--- src/gtsa_pkg.sv ---
// Shared constants, status codes, sequencer states and result type.
package gtsa_pkg;

  localparam int GTSA_ATLAS_DIM     = 1024;
  localparam int GTSA_TABLE_ENTRIES = 256;

  localparam int ID_W   = 32;
  localparam int TILE_W = 12;
  localparam int POS_W  = 10;
  localparam int SIZE_W = 11;
  localparam int STAT_W = 3;

  typedef enum logic [STAT_W-1:0] {
    ST_HIT        = 3'd0,
    ST_PLACED     = 3'd1,
    ST_MISS       = 3'd2,
    ST_BAD_RASTER = 3'd3,
    ST_TOO_LARGE  = 3'd4,
    ST_ATLAS_FULL = 3'd5,
    ST_TABLE_FULL = 3'd6
  } status_t;

  typedef enum logic [3:0] {
    S_IDLE,
    S_SCAN,
    S_CHECK,
    S_SIZE_W,
    S_SIZE_H,
    S_WRAP,
    S_SHIFT,
    S_FIT,
    S_PLACE,
    S_DONE
  } state_t;

  typedef struct packed {
    status_t             status;
    logic [POS_W-1:0]    pos_x;
    logic [POS_W-1:0]    pos_y;
    logic [SIZE_W-1:0]   size_w;
    logic [SIZE_W-1:0]   size_h;
  } res_t;

endpackage

--- src/gtsa_alu.sv ---
// Shared adder with an over-limit compare against the atlas edge.
module gtsa_alu #(
  parameter int AW    = 12,
  parameter int LIMIT = gtsa_pkg::GTSA_ATLAS_DIM
) (
  input  logic [AW-1:0] a,
  input  logic [AW-1:0] b,
  output logic [AW:0]   sum,
  output logic          over
);

  assign sum  = {1'b0, a} + {1'b0, b};
  assign over = sum > (AW+1)'(LIMIT);

endmodule

--- config.mk ---
export PLATFORM = sky130hd
export DESIGN_NAME = gtsa_alu
export DESIGN_NICKNAME = d
export VERILOG_FILES = /design/src/gtsa_pkg.sv /design/src/gtsa_alu.sv
export SDC_FILE = /design/constraint.sdc
export NUM_CORES = 1
export LEC_CHECK = 0
export ABC_AREA = 0
export BUFFER_PORTS_ARGS = -buffer_cell sky130_fd_sc_hd__clkbuf_2
export CAP_MARGIN = 40
export CELL_PAD_IN_SITES_DETAIL_PLACEMENT = 0
export CELL_PAD_IN_SITES_GLOBAL_PLACEMENT = 1
export CORE_MARGIN = 5
export CORE_UTILIZATION = 33
export DETAILED_ROUTE_END_ITERATION = 10
export PLACE_DENSITY = 0.95
export SLEW_MARGIN = 20
export SYNTH_ARGS = -nofsm -noshare
export SYNTH_HDL_FRONTEND = slang
export SYNTH_SLANG_ARGS = --single-unit
--- constraint.sdc ---
create_clock -name vclk -period 5.65
set_clock_uncertainty 0.15 [all_clocks]
set_input_delay 0 -clock vclk [all_inputs]
set_output_delay 0 -clock vclk [all_outputs]
set_load 0.01 [all_outputs]
# Word-level counts from Yosys, hierarchy flattened
# Index checks and enable logic that the tools add are counted.
# W data, S select, Z words.
[word_totals] reg_bits=0 input_bits=24 out_inout_bits=14 elab_cells=2
[classes] addsub=1 magnitude_cmp=1
[op_table] operator="$add A12 B12 Y13" count=1
[op_table] operator="$gt A13 B11 Y1 const B" count=1

# Logic depth before layout (Yosys ltp)
[logic_depth] ltp_word=2 ltp_mapped=8 mapped_depth_nobuf=8

# Worst setup path after synthesis
# Ideal clock, no wire load.
[synth_timing] path_type="input to output" start="input a[0]" end="output over" t_arrival_ns=2.262 required_ns=5.500 slack_ns=3.238 stages=8 n_path_buf=0 cell_sequence="ha_1 -> fa_1 -> a21oi_1 -> o21ai_0 -> and2_1 -> or4_1 -> or4_1 -> a211o_1"
[synth_via] elab_chain_len=2
[synth_lines] element="from (decl)" line_no="gtsa_alu.sv:6" rtl="input logic [AW-1:0] a,"
[synth_lines] element="$add A12 B12 Y13" line_no="gtsa_alu.sv:12" rtl="assign sum = {1'b0, a} + {1'b0, b};"
[synth_lines] element="via sum[4]" line_no="gtsa_alu.sv:8" rtl="output logic [AW:0] sum,"
[synth_lines] element="$gt A13 B11 Y1" line_no="gtsa_alu.sv:13" rtl="assign over = sum > (AW+1)'(LIMIT);"
[synth_lines] element="to (decl)" line_no="gtsa_alu.sv:9" rtl="output logic over"
# The timed path passes the listed nets, and every way through them passes these cells.

# Worst setup path in the final report
[layout_timing] start="input a[0]" end="output over"
[layout_via] elab_chain_len=2
[layout_lines] element="$add A12 B12 Y13" line_no="gtsa_alu.sv:12"
[layout_lines] element="$gt A13 B11 Y1" line_no="gtsa_alu.sv:13"
# Every way passes these cells.

==> results.md <==
STA:
- Derived from the worst setup path, the maximum achievable clock frequency is 372.7 MHz.
- The aggregate negative setup slack is 0 ns.
- Setup violations remaining at the end of the flow were counted as 0.
- Setup repair after global routing left no endpoint under its margin.
- In this run the tightest slew margin relative to its limit is 69.31%.
- The clock period could shrink to 2.683 ns.
- The total count of hold-check failures in the final report came to 0.
- For the pin with the worst max-slew slack, the measured transition is 0.4487 ns.
- The share of the clock period used by the worst path is 47.49%.
- The max-slew violation count was 0.

Global route:
- The largest net degree at the start of global routing is 10.
- The number of global-route vias before repair is 669.
- The initial antenna violation count is 0.
- After global routing the overflow that remains totals 0.
- The combined global-route utilization of all metal layers is 12.40%.
- The global-route wire length before repair is 2780 um.

Detailed routing:
- The first-iteration detailed-routing DRC count is 7.
- The ratio of routed vias to standard cells is 5.236.
- Summed over all layers, the routed wires come to 1798 um.
- The pre-antenna-repair detailed-routing pass consisted of 4 iterations.
- The DRC violation count after routing is 0.
- The number of vias in the routed layout is 733.
- The final antenna-violating net count is 0.
- Dividing the detail-routed wire length by the instance count gives 12.84 um.

Min path:
- The class of the worst hold path is primary input to output pin.
- The startpoint identified for the worst hold timing path is b[0].
- The hold path depth is 3.

Layout:
- After the last flow step, the layout net total stands at 154.
- The count of sequential standard cells is 0.
- From synthesis to final layout, the design area changed by 36.33%.
- The share of layout cells above drive strength 1 is 36.52%.
- The final antenna diode count is 0.
- The clock tree buffer count of the final layout is 0.
- The count of filler cells inserted in the layout is 196.
- The area of the multi-input gates is 588.1 um^2.
- Across the whole layout, storage elements account for 0 um^2.
- After the flow finishes, the layout carries non-filler instances totaling 140.

Yosys:
- The main combinational cell family by area after synthesis is compound AO/OA/AOI/OAI gates.
- The mapped netlist covers 599.3 um^2.
- After synthesis, the largest area contributor takes up 25.05% of total cell area.
- The Yosys step of the flow raised 0 warnings.
- The post-synthesis net count is 115.
- By count the netlist is led by 12 x sky130_fd_sc_hd__ha_1, 6 x sky130_fd_sc_hd__a21oi_1, 6 x sky130_fd_sc_hd__o21ai_0, 6 x sky130_fd_sc_hd__xnor2_1.
- The portion of netlist area occupied by mux cells is 1.879%.
- Of the total synthesized cell area, the portion taken by full adders, half adders and majority gates is 28.39%.
- The cell count after synthesis is 78.
- Summing the areas of all and, or, nand and nor instances in the mapped netlist gives 19.42% of the synthesized area.
- Of the total synthesized cell area, the portion taken by XOR and XNOR cells is 11.69%.
- Summing the areas of all compound-gate instances in the mapped netlist gives 36.74% of the synthesized area.
- After synthesis, the netlist uses 31 different library cells.
- Ranked by total cell area, the synthesized netlist is headed by sky130_fd_sc_hd__ha_1 25%, sky130_fd_sc_hd__xnor2_1 8.8%, sky130_fd_sc_hd__a21oi_1 5.0%.
- The synthesized area per cell is 7.684 um^2.
- The largest total area in the synthesized netlist belongs to sky130_fd_sc_hd__ha_1.
- The sequential area share after synthesis is 0%.
- The most repeated cell in the gate-level netlist after synthesis is sky130_fd_sc_hd__ha_1.

CTS:
- Once the clock tree was built, the setup fixing pass inserted 0 buffers.
- The total of cells resized after clock tree synthesis is 0.
- The number of hold buffers added after CTS was 0.

Worst setup path:
- For the worst setup path, the data arrival time is 2.53 ns.
- STA classifies the critical path startpoint as a primary input.
- The highest net fanout along the worst path is 3.
- The critical path is of the primary input to output pin type.
- STA classifies the critical path endpoint as an output pin.
- In this run the worst setup path begins at a[0].
- STA puts the critical path data required time at 5.50 ns.

Floorplan:
- Once the floorplan was initialized, standard cells occupied 34.71% of the core.
- The top-level port count is 38.
- The die footprint is 2768 um^2.
- From left edge to right edge, the die measures 52.62 um.
- The die span in y is 52.62 um.
- In this run the core area contains 15 standard-cell rows.
- After floorplanning, the core was sized to cover 1727 um^2.

Power and ir drop:
- Across the VDD grid, the largest voltage drop is 46.45 uV.
- The power per cell area is 135.1 nW/um^2.
- In this run the static leakage power is 0.4197 nW.

Placed design:
- Detailed placement ended at an HPWL of 1603 um.
- The congestion estimate from routability-driven global placement came to 0.7583.
- The number of buffers inserted by port buffering is 38.
- After detailed placement, the design holds a cell count of 140.

Flow run:
- Across the run, the number of max-cap violations was 0.

Run status:
- The run finished with clean final reports.
==> layout by cell type (no fill, tap or decap), types with 2 or more instances in the layout <==
cell type | synthesis | routed
sky130_fd_sc_hd__nand2_1 | 3 | 3
sky130_fd_sc_hd__xor2_1 | 2 | 2
sky130_fd_sc_hd__o31ai_1 | 2 | 2
sky130_fd_sc_hd__xnor2_1 | 6 | 6
sky130_fd_sc_hd__a211o_1 | 2 | 2
sky130_fd_sc_hd__nor2_1 | 4 | 4
sky130_fd_sc_hd__a21oi_1 | 6 | 6
sky130_fd_sc_hd__nand3_1 | 4 | 4
sky130_fd_sc_hd__nand2b_1 | 2 | 2
sky130_fd_sc_hd__o21a_1 | 2 | 2
sky130_fd_sc_hd__inv_1 | 2 | 2
sky130_fd_sc_hd__nor3_1 | 3 | 3
sky130_fd_sc_hd__or4_1 | 2 | 2
sky130_fd_sc_hd__ha_1 | 12 | 12
sky130_fd_sc_hd__clkbuf_2 | 0 | 38
sky130_fd_sc_hd__o21ai_0 | 6 | 6
sky130_fd_sc_hd__o211ai_1 | 2 | 2
sky130_fd_sc_hd__a21o_1 | 4 | 4
==> cell type report <==
type / count / area share, %
multi-input cells: 75 / 71.98
repair buffers: 38 / 23.28
well taps: 25 / 3.828
inverters: 2 / 0.9188
==> worst max-delay path, stage by stage <==
cell and delay, ns:
sky130_fd_sc_hd__clkbuf_2 0.08, sky130_fd_sc_hd__ha_1 0.23, sky130_fd_sc_hd__fa_1 0.43, sky130_fd_sc_hd__a21oi_1 0.19, sky130_fd_sc_hd__o21ai_0 0.09, sky130_fd_sc_hd__and2_1 0.16, sky130_fd_sc_hd__or4_1 0.48, sky130_fd_sc_hd__or4_1 0.42
sky130_fd_sc_hd__a211o_1 0.31, sky130_fd_sc_hd__clkbuf_2 0.13
==> cells by family (layout without fill, tap and decap cells) <==
family,count (synthesis),after routing
AOI/OAI and AO/OA,31,31
xor gates and xnor gates,8,8
adders and majority gates,13,13
buffers and inverters,3,40
muxes,1,1
and+or+nand+nor,22,22
==> power breakdown <==
part / switching, mW / internal (mW)
logic: 0.0602 / 0.0502
clock network: 0 / 0
registers: 0 / 0
total: 0.0602 / 0.0502
==> worst paths after layout <==
kind	end	slack, ns
worst max-delay path	over	2.97
worst min-delay path	sum[0]	0.21
==> stage by stage <==
stage	setup slack, ns	hold WS, ns	area, um^2	power (mW)	utilization [%]
global placement	3.016	0.1833	817.0	0.1076	47.32
detailed placement	2.980	0.2123	817.0	0.1103	47.32
floorplan	3.238	0.005306	599.3	0.07192	-
CTS	2.971	0.2198	817.0	0.1106	47.32
global route	2.846	0.2435	817.0	0.1213	47.32
finish	2.967	0.2123	817.0	0.1104	47.32
==> per-layer routing <==
layer	global-route usage [%]	vias to the layer above	wire, um
met1	14.21	334	786
met3	0	0	62
met2	26.24	20	949
li1	-	379	-
met5	0	-	0
met4	0	0	0
(Power assumes the default switching activity.)
